File: config.mk
export PLATFORM = sky130hd
export DESIGN_NAME = rational_arithmetic_unit
export DESIGN_NICKNAME = d
export VERILOG_FILES = /design/src/rtl/rau_pkg.sv /design/src/rtl/rau_front.sv /design/src/rtl/rau_queue.sv /design/src/rtl/rau_back.sv /design/src/rtl/rational_arithmetic_unit.sv
export SDC_FILE = /design/constraint.sdc
export NUM_CORES = 2
export LEC_CHECK = 0
export ABC_AREA = 1
export BUFFER_PORTS_ARGS = -buffer_cell sky130_fd_sc_hd__buf_2
export CAP_MARGIN = 20
export CORE_ASPECT_RATIO = 1.2
export CORE_MARGIN = 2
export CORE_UTILIZATION = 60
export DETAILED_ROUTE_END_ITERATION = 16
export PLACE_DENSITY_LB_ADDON = 0.12
export SLEW_MARGIN = 10
export SYNTH_ARGS = -nofsm -noshare
export SYNTH_HDL_FRONTEND = slang
export SYNTH_SLANG_ARGS = --single-unit
export TNS_END_PERCENT = 1
File: constraint.sdc
create_clock -name clk -period 10.3 [get_ports clk]
set_input_delay 1.03 -clock clk [delete_from_list [all_inputs] [get_ports clk]]
set_output_delay 1.03 -clock clk [all_outputs]
set_load 0.01 [all_outputs]
File: src/rtl/rau_pkg.sv
`default_nettype none
// ----------------------------------------------------------------------------
// rau_pkg
// Shared widths, operation codes and the word types passed between the
// front end, the queue and the back end of the rational arithmetic unit.
// ----------------------------------------------------------------------------
package rau_pkg;

	localparam int OPERAND_BITS = 16;
	localparam int NUM_OUT_BITS = 2 * OPERAND_BITS + 1;
	localparam int DEN_OUT_BITS = 2 * OPERAND_BITS - 1;
	localparam int MAG_BITS     = 2 * OPERAND_BITS + 1;
	localparam int CNT_BITS     = $clog2(MAG_BITS + 1);
	localparam int IN_BITS      = 2 + 4 * OPERAND_BITS;
	localparam int IN_BYTES     = (IN_BITS + 7) / 8;
	localparam int OUT_BITS     = NUM_OUT_BITS + DEN_OUT_BITS + 1;
	localparam int OUT_BYTES    = (OUT_BITS + 7) / 8;
	localparam int QDEPTH       = 2;

	typedef enum logic [1:0] {
		OP_ADD = 2'd0,
		OP_SUB = 2'd1,
		OP_MUL = 2'd2,
		OP_DIV = 2'd3
	} op_t;

	// classified job from the front end
	typedef struct packed {
		logic                    bad;
		logic                    neg;
		logic [MAG_BITS-1:0]     nm;
		logic [MAG_BITS-1:0]     dm;
	} job_t;

	typedef enum logic [1:0] {
		ST_IDLE,
		ST_GCD,
		ST_DIV,
		ST_DONE
	} state_t;

endpackage
`default_nettype wire

File: src/rtl/rau_front.sv
`default_nettype none
// ----------------------------------------------------------------------------
// rau_front
// Accepts an input word, forms the unreduced numerator and denominator in
// two stages (products, then cross sum) and hands a magnitude job onward.
// ----------------------------------------------------------------------------
module rau_front (
	input  wire logic                              clk,
	input  wire logic                              arst_n,
	input  wire logic                              in_valid,
	output logic                                   in_ready,
	input  wire logic [1:0]                        action,
	input  wire logic signed [rau_pkg::OPERAND_BITS-1:0] num_a,
	input  wire logic signed [rau_pkg::OPERAND_BITS-1:0] den_a,
	input  wire logic signed [rau_pkg::OPERAND_BITS-1:0] num_b,
	input  wire logic signed [rau_pkg::OPERAND_BITS-1:0] den_b,
	output logic                                   job_valid,
	input  wire logic                              job_ready,
	output rau_pkg::job_t                          job
);
	localparam int P = 2 * rau_pkg::OPERAND_BITS;

	logic               v_s1, v_s2;
	logic               bad_s1, sub_s1, sum_s1;
	logic signed [P-1:0] p0_s1, p1_s1, d_s1;
	rau_pkg::job_t      job_s2;
	logic signed [P:0]  n_c;
	logic [rau_pkg::MAG_BITS-1:0] nm_c, dm_c;
	logic               adv2, adv1;
	rau_pkg::op_t       op;

	assign op = rau_pkg::op_t'(action);
	assign adv2 = !v_s2 || job_ready;
	assign adv1 = !v_s1 || adv2;
	assign in_ready = adv1;

	always_ff @(posedge clk or negedge arst_n) begin
		if (!arst_n) begin
			v_s1 <= 1'b0;
			v_s2 <= 1'b0;
		end else begin
			if (adv1) v_s1 <= in_valid;
			if (adv2) v_s2 <= v_s1;
		end
	end

	always_ff @(posedge clk) begin
		if (adv1 && in_valid) begin
			bad_s1 <= (den_a == '0) || (den_b == '0) || (op == rau_pkg::OP_DIV && num_b == '0);
			sub_s1 <= (op == rau_pkg::OP_SUB);
			sum_s1 <= (op == rau_pkg::OP_ADD) || (op == rau_pkg::OP_SUB);
			p0_s1  <= num_a * ((op == rau_pkg::OP_MUL) ? num_b : den_b);
			p1_s1  <= num_b * den_a;
			d_s1   <= den_a * ((op == rau_pkg::OP_DIV) ? num_b : den_b);
		end
	end

	always_comb begin
		if (!sum_s1)
			n_c = {p0_s1[P-1], p0_s1};
		else if (sub_s1)
			n_c = {p0_s1[P-1], p0_s1} - {p1_s1[P-1], p1_s1};
		else
			n_c = {p0_s1[P-1], p0_s1} + {p1_s1[P-1], p1_s1};
		nm_c = n_c[P] ? rau_pkg::MAG_BITS'(-n_c) : rau_pkg::MAG_BITS'(n_c);
		dm_c = d_s1[P-1] ? rau_pkg::MAG_BITS'(-{d_s1[P-1], d_s1})
		                 : rau_pkg::MAG_BITS'({d_s1[P-1], d_s1});
	end

	always_ff @(posedge clk) begin
		if (adv2 && v_s1) begin
			job_s2.bad <= bad_s1;
			job_s2.neg <= (n_c != '0) && (n_c[P] != d_s1[P-1]);
			job_s2.nm  <= nm_c;
			job_s2.dm  <= dm_c;
		end
	end

	assign job_valid = v_s2;
	assign job = job_s2;
endmodule
`default_nettype wire

File: src/rtl/rau_queue.sv
`default_nettype none
// ----------------------------------------------------------------------------
// rau_queue
// Short job queue between the front and the back end.
// ----------------------------------------------------------------------------
module rau_queue (
	input  wire logic          clk,
	input  wire logic          arst_n,
	input  wire logic          wr_valid,
	output logic               wr_ready,
	input  wire rau_pkg::job_t wr_data,
	output logic               rd_valid,
	input  wire logic          rd_ready,
	output rau_pkg::job_t      rd_data
);
	localparam int AW = $clog2(rau_pkg::QDEPTH);

	rau_pkg::job_t  mem_q [rau_pkg::QDEPTH];
	logic [AW-1:0]  wp_q, rp_q;
	logic [AW:0]    cnt_q;
	logic           wr, rd;

	assign wr_ready = (cnt_q != (AW+1)'(rau_pkg::QDEPTH));
	assign rd_valid = (cnt_q != '0);
	assign wr = wr_valid && wr_ready;
	assign rd = rd_valid && rd_ready;
	assign rd_data = mem_q[rp_q];

	always_ff @(posedge clk or negedge arst_n) begin
		if (!arst_n) begin
			wp_q  <= '0;
			rp_q  <= '0;
			cnt_q <= '0;
		end else begin
			if (wr) wp_q <= wp_q + 1'b1;
			if (rd) rp_q <= rp_q + 1'b1;
			cnt_q <= cnt_q + (AW+1)'(wr) - (AW+1)'(rd);
		end
	end

	always_ff @(posedge clk) begin
		if (wr) mem_q[wp_q] <= wr_data;
	end
endmodule
`default_nettype wire

File: src/rtl/rau_back.sv
`default_nettype none
// ----------------------------------------------------------------------------
// rau_back
// Reduces a job: binary GCD one step a cycle, then two restoring divisions
// one quotient bit a cycle, holds the result until taken; bad jobs only hold.
// ----------------------------------------------------------------------------
module rau_back (
	input  wire logic          clk,
	input  wire logic          arst_n,
	input  wire logic          job_valid,
	output logic               job_ready,
	input  wire rau_pkg::job_t job,
	output logic               out_valid,
	input  wire logic          out_ready,
	output logic signed [rau_pkg::NUM_OUT_BITS-1:0] num_out,
	output logic [rau_pkg::DEN_OUT_BITS-1:0]        den_out,
	output logic               bad_denominator
);
	localparam int M = rau_pkg::MAG_BITS;

	rau_pkg::state_t state_q, state_d;
	logic [M-1:0] nm_q, dm_q, ga_q, gb_q, g_q, rn_q, rd_q, qn_q, qd_q;
	logic [rau_pkg::CNT_BITS-1:0] sh_q, cnt_q;
	logic neg_q, bad_q;
	logic [M:0] tn, td;
	logic gcd_end, div_end;

	assign gcd_end = (gb_q == '0);
	assign div_end = (cnt_q == '0);
	assign tn = {rn_q, qn_q[M-1]} - {1'b0, g_q};
	assign td = {rd_q, qd_q[M-1]} - {1'b0, g_q};

	always_comb begin
		state_d = state_q;
		case (state_q)
			rau_pkg::ST_IDLE: if (job_valid) state_d = job.bad ? rau_pkg::ST_DONE : rau_pkg::ST_GCD;
			rau_pkg::ST_GCD:  if (gcd_end) state_d = rau_pkg::ST_DIV;
			rau_pkg::ST_DIV:  if (div_end) state_d = rau_pkg::ST_DONE;
			rau_pkg::ST_DONE: if (out_ready) state_d = rau_pkg::ST_IDLE;
			default:          state_d = rau_pkg::ST_IDLE;
		endcase
	end

	always_comb begin
		job_ready = (state_q == rau_pkg::ST_IDLE);
		out_valid = (state_q == rau_pkg::ST_DONE);
	end

	always_ff @(posedge clk or negedge arst_n) begin
		if (!arst_n) state_q <= rau_pkg::ST_IDLE;
		else         state_q <= state_d;
	end

	always_ff @(posedge clk) begin
		case (state_q)
			rau_pkg::ST_IDLE: begin
				bad_q <= job.bad;
				neg_q <= job.neg;
				nm_q  <= job.nm;
				dm_q  <= job.dm;
				ga_q  <= job.nm;
				gb_q  <= job.dm;
				sh_q  <= '0;
			end
			rau_pkg::ST_GCD: begin
				// zero numerator: gcd is the denominator itself
				if (ga_q == '0) begin
					ga_q <= gb_q;
					gb_q <= '0;
				end else if (!ga_q[0] && !gb_q[0]) begin
					ga_q <= ga_q >> 1;
					gb_q <= gb_q >> 1;
					sh_q <= sh_q + 1'b1;
				end else if (!ga_q[0]) begin
					ga_q <= ga_q >> 1;
				end else if (!gb_q[0]) begin
					gb_q <= gb_q >> 1;
				end else if (ga_q > gb_q) begin
					ga_q <= (ga_q - gb_q) >> 1;
				end else begin
					gb_q <= (gb_q - ga_q) >> 1;
				end
				if (gcd_end) begin
					g_q   <= ga_q << sh_q;
					qn_q  <= nm_q;
					qd_q  <= dm_q;
					rn_q  <= '0;
					rd_q  <= '0;
					cnt_q <= rau_pkg::CNT_BITS'(M);
				end
			end
			rau_pkg::ST_DIV: begin
				if (!div_end) begin
					cnt_q <= cnt_q - 1'b1;
					if (!tn[M]) begin
						rn_q <= tn[M-1:0];
						qn_q <= {qn_q[M-2:0], 1'b1};
					end else begin
						rn_q <= {rn_q[M-2:0], qn_q[M-1]};
						qn_q <= {qn_q[M-2:0], 1'b0};
					end
					if (!td[M]) begin
						rd_q <= td[M-1:0];
						qd_q <= {qd_q[M-2:0], 1'b1};
					end else begin
						rd_q <= {rd_q[M-2:0], qd_q[M-1]};
						qd_q <= {qd_q[M-2:0], 1'b0};
					end
				end
			end
			default: ;
		endcase
	end

	always_comb begin
		if (bad_q) begin
			num_out = '0;
			den_out = '0;
		end else begin
			num_out = neg_q ? rau_pkg::NUM_OUT_BITS'(-qn_q) : rau_pkg::NUM_OUT_BITS'(qn_q);
			den_out = qd_q[rau_pkg::DEN_OUT_BITS-1:0];
		end
		bad_denominator = bad_q;
	end
endmodule
`default_nettype wire

File: src/rtl/rational_arithmetic_unit.sv
`default_nettype none
// ----------------------------------------------------------------------------
// rational_arithmetic_unit
// Adds, subtracts, multiplies or divides two fractions, reduced to lowest
// terms with a positive denominator.
// ----------------------------------------------------------------------------
// Items are handled one at a time in the back end. A word passes the two
// front-end stages and the queue. The back end then takes the job, runs the
// binary GCD steps and a closing step, the division steps and a closing step,
// and shows the result until it is taken. The GCD loop, whose length depends
// on the operands, sets the spread in time per job. The two divisions run
// side by side. A two-entry queue lets the front end take new words while the
// back end works. Error words (zero denominator or divisor) skip the loop and
// return 0/0 with bad_denominator set.
module rational_arithmetic_unit (
	input  wire logic                       clk,
	input  wire logic                       arst_n,
	input  wire logic                       s_tvalid,
	output logic                            s_tready,
	// action[1:0], num_a, den_a, num_b, den_b from bit 0 up, zero padded
	input  wire logic [8*rau_pkg::IN_BYTES-1:0]  s_tdata,
	output logic                            m_tvalid,
	input  wire logic                       m_tready,
	// num_out, den_out, bad_denominator from bit 0 up, zero padded
	output logic [8*rau_pkg::OUT_BYTES-1:0] m_tdata
);
	localparam int W = rau_pkg::OPERAND_BITS;

	logic          jv, jr, qv, qr;
	rau_pkg::job_t jf, jq;
	logic signed [rau_pkg::NUM_OUT_BITS-1:0] num_out;
	logic [rau_pkg::DEN_OUT_BITS-1:0]        den_out;
	logic          bad;

	rau_front u_front (
		.clk, .arst_n,
		.in_valid(s_tvalid), .in_ready(s_tready),
		.action(s_tdata[1:0]),
		.num_a(s_tdata[2+W-1:2]),
		.den_a(s_tdata[2+2*W-1:2+W]),
		.num_b(s_tdata[2+3*W-1:2+2*W]),
		.den_b(s_tdata[2+4*W-1:2+3*W]),
		.job_valid(jv), .job_ready(jr), .job(jf)
	);

	rau_queue u_queue (
		.clk, .arst_n,
		.wr_valid(jv), .wr_ready(jr), .wr_data(jf),
		.rd_valid(qv), .rd_ready(qr), .rd_data(jq)
	);

	rau_back u_back (
		.clk, .arst_n,
		.job_valid(qv), .job_ready(qr), .job(jq),
		.out_valid(m_tvalid), .out_ready(m_tready),
		.num_out, .den_out, .bad_denominator(bad)
	);

	assign m_tdata = (8*rau_pkg::OUT_BYTES)'({bad, den_out, num_out});
endmodule
`default_nettype wire

==> After elaboration in Yosys (flattened, before gate mapping) <==
Memories as Yosys holds them, arrays and structs flattened.
Index checks and enable logic that the tools add are counted.
{ "totals": {"ram_bits": 136, "ff_bits": 486, "memories": 1} }
{ "classes": {"add_sub_neg": 15, "magnitude_cmp": 1, "multipliers": 3, "n_eq_ne": 19, "n_reduce_logical": 35, "shifts": 1, "muxes": 50} }
{ "memory_table": {"columns": ["memory", "depth", "width", "rd", "rd_clocked_by_memory_dff", "write_ports", "line_no", "source"], "rows": [
  ["u_queue.mem_q", 2, 68, 1, 0, 1, "rau_queue.sv:18", "rau_pkg::job_t mem_q [rau_pkg::QDEPTH];"]
]} }
{ "ops": {"columns": ["cell", "count"], "rows": [
  ["two-way mux 33 bit", 23],
  ["one-hot mux 33 bit (2 select lines)", 6],
  ["negation 33 bit", 3],
  ["two-way mux 32 bit", 3],
  ["subtractor 34 x 33 -> 34 bit", 2],
  ["logical NOT 33 bit", 2],
  ["subtractor 33 bit", 2],
  ["multiplier 16 x 32 -> 32 bit", 2],
  ["two-way mux 31 bit", 2],
  ["logical NOT 16 bit", 3],
  ["adder 32 x 32 -> 33 bit", 1],
  ["greater-than comparator 33 bit", 1],
  ["nonzero test 33 bit", 1],
  ["<< shifter 33 x 6 -> 33 bit", 1],
  ["subtractor 32 x 32 -> 33 bit", 1],
  ["multiplier 16 x 16 -> 32 bit", 1],
  ["two-way mux 6 bit", 4],
  ["one-hot mux 6 bit (2 select lines)", 2],
  ["!= test 5 bit, second input constant", 3],
  ["AND reduction 3 bit", 4],
  ["two-way mux 2 bit", 5],
  ["!= test 2 x 1 -> 1 bit, second input constant", 5],
  ["equality test 2 bit, second input constant", 4],
  ["one-hot mux 2 bit (4 select lines)", 1],
  ["other kinds (18)", 42]
]} }

==> Longest topological paths before layout <==
{ "depth": {"ltp_word": 7, "depth_mapped": 33, "mapped_depth_nobuf": 33} }

==> Modules after synthesis <==
A second synthesis with hierarchy kept.
{ "unflattened": {"hier_cells": 8612, "area_unflattened_um2": 70019.7} }
{ "by_module_without_submodules": {"columns": ["mod", "instances", "cells_each", "area_per_inst_um2", "seq_area_each_um2"], "rows": [
  ["rau_front", 1, 4850, 40196.1, 5064.9],
  ["rau_back", 1, 3366, 24582.3, 9389.0],
  ["rau_queue", 1, 387, 5177.5, 4184.0],
  ["rational_arithmetic_unit", 1, 9, 63.8, 0.0]
]} }

==> Worst setup path before layout <==
No wires, ideal clock.
{ "synth_path": {"kind": "register to register", "start": "register u_back.state_q[0]", "end": "register u_back.cnt_q[0] (netlist bit) (enable)", "slack_ns": 2.504, "arrival_time_ns": 7.159, "stages_incl_launch_ff": 8, "setup_ns": 0.637, "synth_period_minus_slack_ns": 7.796, "path_cell_list": "dfrtp_1 > inv_1 > ha_1 > inv_1 > clkbuf_1 > clkbuf_1 > o21ai_0 > nor2_1"} }
{ "synth_between": {"elab_chain_cells": 3, "word_cells_on_any_way": 6, "classes_between": "4 x eq/ne; 2 x reduce/logical"} }
{ "synth_rtl": {"columns": ["item", "line_no", "source"], "rows": [
  ["start: declaration", "rau_back.sv:21", "rau_pkg::state_t state_q, state_d;"],
  ["start signal: assignment", "rau_back.sv:50", "if (!arst_n) state_q <= rau_pkg::ST_IDLE;"],
  ["start signal: assignment", "rau_back.sv:51", "else state_q <= state_d;"],
  ["equality test 2 bit or equality test 2 x 1 -> 1 bit (tied branches)", "rau_back.sv:55", "case (state_q)"],
  ["!= test 2 bit (no source line) (tied with other cells)", null, null],
  ["AND reduction 3 bit (no source line) *", null, null],
  ["end signal: assignment", "rau_back.sv:89", "cnt_q <= rau_pkg::CNT_BITS'(M);"],
  ["end signal: assignment", "rau_back.sv:94", "cnt_q <= cnt_q - 1'b1;"],
  ["end: declaration", "rau_back.sv:23", "logic [rau_pkg::CNT_BITS-1:0] sh_q, cnt_q;"]
]} }
Mark *: on every way between the ends. The rest lies on a longest branch, timed or not.
A chain may end at the register's enable or synchronous reset.

==> Final worst setup path <==
{ "layout_path": {"start": "input port s_tdata[1] (netlist bit)", "end": "register u_front.p0_s1[28], data pin"} }
{ "layout_between": {"elab_chain_cells": 3} }
{ "layout_rtl": {"columns": ["item", "line_no", "source"], "rows": [
  ["start: declaration", "rational_arithmetic_unit.sv:21", "input wire logic [8*rau_pkg::IN_BYTES-1:0] s_tdata,"],
  ["equality test 2 bit", "rau_front.sv:52", "p0_s1 <= num_a * ((op == rau_pkg::OP_MUL) ? num_b : den_b);"],
  ["two-way mux 32 bit", "rau_front.sv:52", null],
  ["multiplier 16 x 32 -> 32 bit", "rau_front.sv:52", null],
  ["end signal: assignment", "rau_front.sv:52", null],
  ["end: declaration", "rau_front.sv:25", "logic signed [P-1:0] p0_s1, p1_s1, d_s1;"]
]} }
No other way between the ends.

==> metrics.csv <==
stage;metric;value;unit
sta;fin_tns_setup;0;ns
routing;vias_per_cell;5.64;
clocking;tritoncts;yes;
placed_design;hpwl;161;mm
critical_path;worstPathMaxFanout;32;
cells_and_area;fill_cells;9795;
global_routing;grt_remaining_overflow;0;
critical_path;crit_required;10.72;ns
clocking;clockRootBuffer;clkbuf_16;
critical_path;critical_path_arrival;8.38;ns
clocking;hold_buffers;0;
die;coreArea;0.113;mm²
die;dieWidth;312;µm
sta;fmax;126;MHz
clocking;clk-insertion-delay-late;0.70;ns
die;rows;135;
yosys;synth.ff_latch_count;622;
clocking;cts_resized;0;
clocking;cts_inserted_buffers;60;
yosys;synth_edf_count;614;
sta;max-slew-margin-rel;21.1;%
run_status;status;finished, final reports clean;
global_routing;grt_pass1_wl;310;mm
yosys;synth_cells;8209;
sta;rsz0062_at_grt;no;
critical_path;worstRegToRegCells;26;
sta;slew_viol_final;0;
clocking;cts.sinks;622;
critical_path;endpoint_kind;flip-flop;
yosys;yosys.area.top_type;edfxtp_1;
critical_path;path_class;primary input to flip-flop;
die;die-area;0.117;mm²
die;ioPinCount;150;
sta;setup_viol;0;
routing;drtIter0Drc;4427;
placed_design;dp_cells;9627;
clocking;htreeDepth;2;
cells_and_area;final_cells;9742;
routing;drt-total-wl;198;mm
die;start_util;60.6;%
clocking;clk_path_buf_depth;3;
worst_hold_path;holdCritPathClass;primary input to async pin;
die;fp.dieH;374;µm
yosys;synth_ff_type;edfxtp_1;
global_routing;grt_usage;34.3;%
yosys;synth_area;0.0685;mm²
cells_and_area;largest_register_ffs;136;
routing;routedWlPerCell;20.3;µm
global_routing;grt_max_degree;77;
sta;fin_crit;7.96;ns
sta;hold_ws;0.215;ns
cells_and_area;regMostFlops;u_queue.mem_q;
cells_and_area;syn_to_final_growth;5.80;%
critical_path;cpMaxStageDelayCell;clkinv_1;
yosys;netlist_top_cells_area;edfxtp_1 27%, fa_1 23%, nand2_1 9.7%;
yosys;ys.warnings.count;0;
cells_and_area;antenna_cells;0;
routing;first_pass_iters;8;
sta;hold_viol_final;0;
critical_path;rrSetupSlack;4.00;ns
yosys;synth.avg_cell_area;8.34;µm²
yosys;synth_top_area_share;26.9;%
cells_and_area;drive_above_1_share;4.93;%
critical_path;critPathLaunchType;primary input;
sta;worst_pin_slew;1.17;ns
critical_path;critPathMaxStageDelay;0.62;ns
clocking;clk_pin_slew;0.07;ns
cells_and_area;nNetsFinal;9477;
run;cap_violations;0;
yosys;ys_types;70;
sta;period_share;77.3;%
sta;clock_skew;0.0746;ns
routing;ant_nets;0;
routing;vias;54900;
placed_design;place_congestion;1.03;
global_routing;grt_antenna_before_repair;1;
global_routing;grt_pass1_vias;56000;
clocking;cts_setup_buffers;0;
yosys;async_flop_share;1.29;%
routing;drc;0;
placed_design;io_buffers;136;
yosys;synth_seq_area_share;27.2;%
## critical path: cells and delay by family
kind | cells | cell delay (ns)
adders and majority gates | 7 | 3.26
buffers and inverters | 8 | 1.70
AOI/OAI and AO/OA | 6 | 1.59
and+or+nand+nor | 8 | 0.76
## layer usage
metal | track usage, % | share of wire [%] | routed length, µm | vias to the layer above
met5 | 0 | 0 | 0 | -
met3 | 3.53 | 5.5 | 10900 | 606
met1 | 41.2 | 38 | 74800 | 26600
li1 | - | - | - | 25700
met4 | 22.0 | 7.6 | 15100 | 0
met2 | 58.9 | 49 | 97200 | 2040
## synthesized netlist by cell type, types with 24 or more instances
library cell / n
o21ai_0: 435
nor3_1: 70
edfxtp_1: 614
clkbuf_1: 203
a21o_1: 28
xor2_1: 191
nand2_1: 1779
o211ai_1: 37
fa_1: 791
inv_1: 1618
nand3_1: 169
clkinv_1: 26
xnor2_1: 124
ha_1: 425
a21oi_1: 444
nor2_1: 707
a31oi_1: 42
nand4_1: 57
o21ai_1: 73
buf_1: 24
nor4_1: 31
## area by class of cell
class | count | area [µm²] | share of cell area [%]
inverters | 1666 | 6260 | 8.64
clock buffers | 67 | 1550 | 2.14
well taps | 1507 | 1890 | 2.60
flip-flops and latches | 622 | 18600 | 25.7
repair buffers | 182 | 1070 | 1.48
clock inverters | 45 | 538 | 0.742
multi-input cells | 5653 | 42500 | 58.7
## layout by cell type, fill, tap and decap left out, types with 12 or more instances in the layout
cell type	n
mux2i_1	14
a21o_1	28
nor2_1	702
inv_1	1614
edfxtp_1	614
inv_2	23
a31oi_1	41
nor3_1	70
a21oi_1	444
o211ai_1	37
nand2_2	21
nor4_1	31
xnor2_1	124
nand4_1	57
xor2_1	191
o21ai_0	435
or2_2	14
fa_1	791
ha_1	423
buf_4	42
o21a_1	19
a21boi_0	12
o21bai_1	21
buf_2	136
nand2_1	1777
nand3_1	169
nand3b_1	12
clkinv_1	33
clkbuf_16	61
nor2_2	14
o21ai_1	73
## per-stage QoR
stage | utilization, % | setup slack [ns] | instance area, µm²
final | 64.1 | 2.34 | 72500
after global routing | 64.1 | 1.91 | 72500
after CTS | 64.1 | 2.42 | 72400
after detailed placement | 62.2 | 1.72 | 70300
after global placement | 62.2 | 1.79 | 70300
after floorplan | - | 2.50 | 68500
## logic make-up (layout without fill, tap and decap cells)
| group | after synthesis | count (layout) | synth area share [%] |
|---|---|---|---|
| simple gates | 2915 | 2915 | 17.4 |
| buf+inv | 1941 | 1960 | 10.8 |
| fa+ha+maj | 1216 | 1216 | 30.9 |
| compound gates | 1185 | 1185 | 9.49 |
| flops | 622 | 622 | 27.2 |
| xor+xnor | 315 | 315 | 4.03 |
| mux | 14 | 14 | 0.205 |
| other cells | 1 | 8 | 0.00547 |
## final timing paths
path / start / endpoint
max in group asynchronous: arst_n / u_queue.wp_q
setup / recovery: s_tdata[1] / u_front.p0_s1[28]
hold reg to reg: u_front.job[53] / u_queue.mem_q[0][53]
hold / removal: arst_n / u_queue.cnt_q[1]
setup reg to reg: u_front.p1_s1[0] / u_front.job[66]
min in group clk: u_front.job[53] / u_queue.mem_q[0][53]
Power is not shown: default switching activity piles up to over one toggle a cycle in this logic, so the estimate is an artifact.
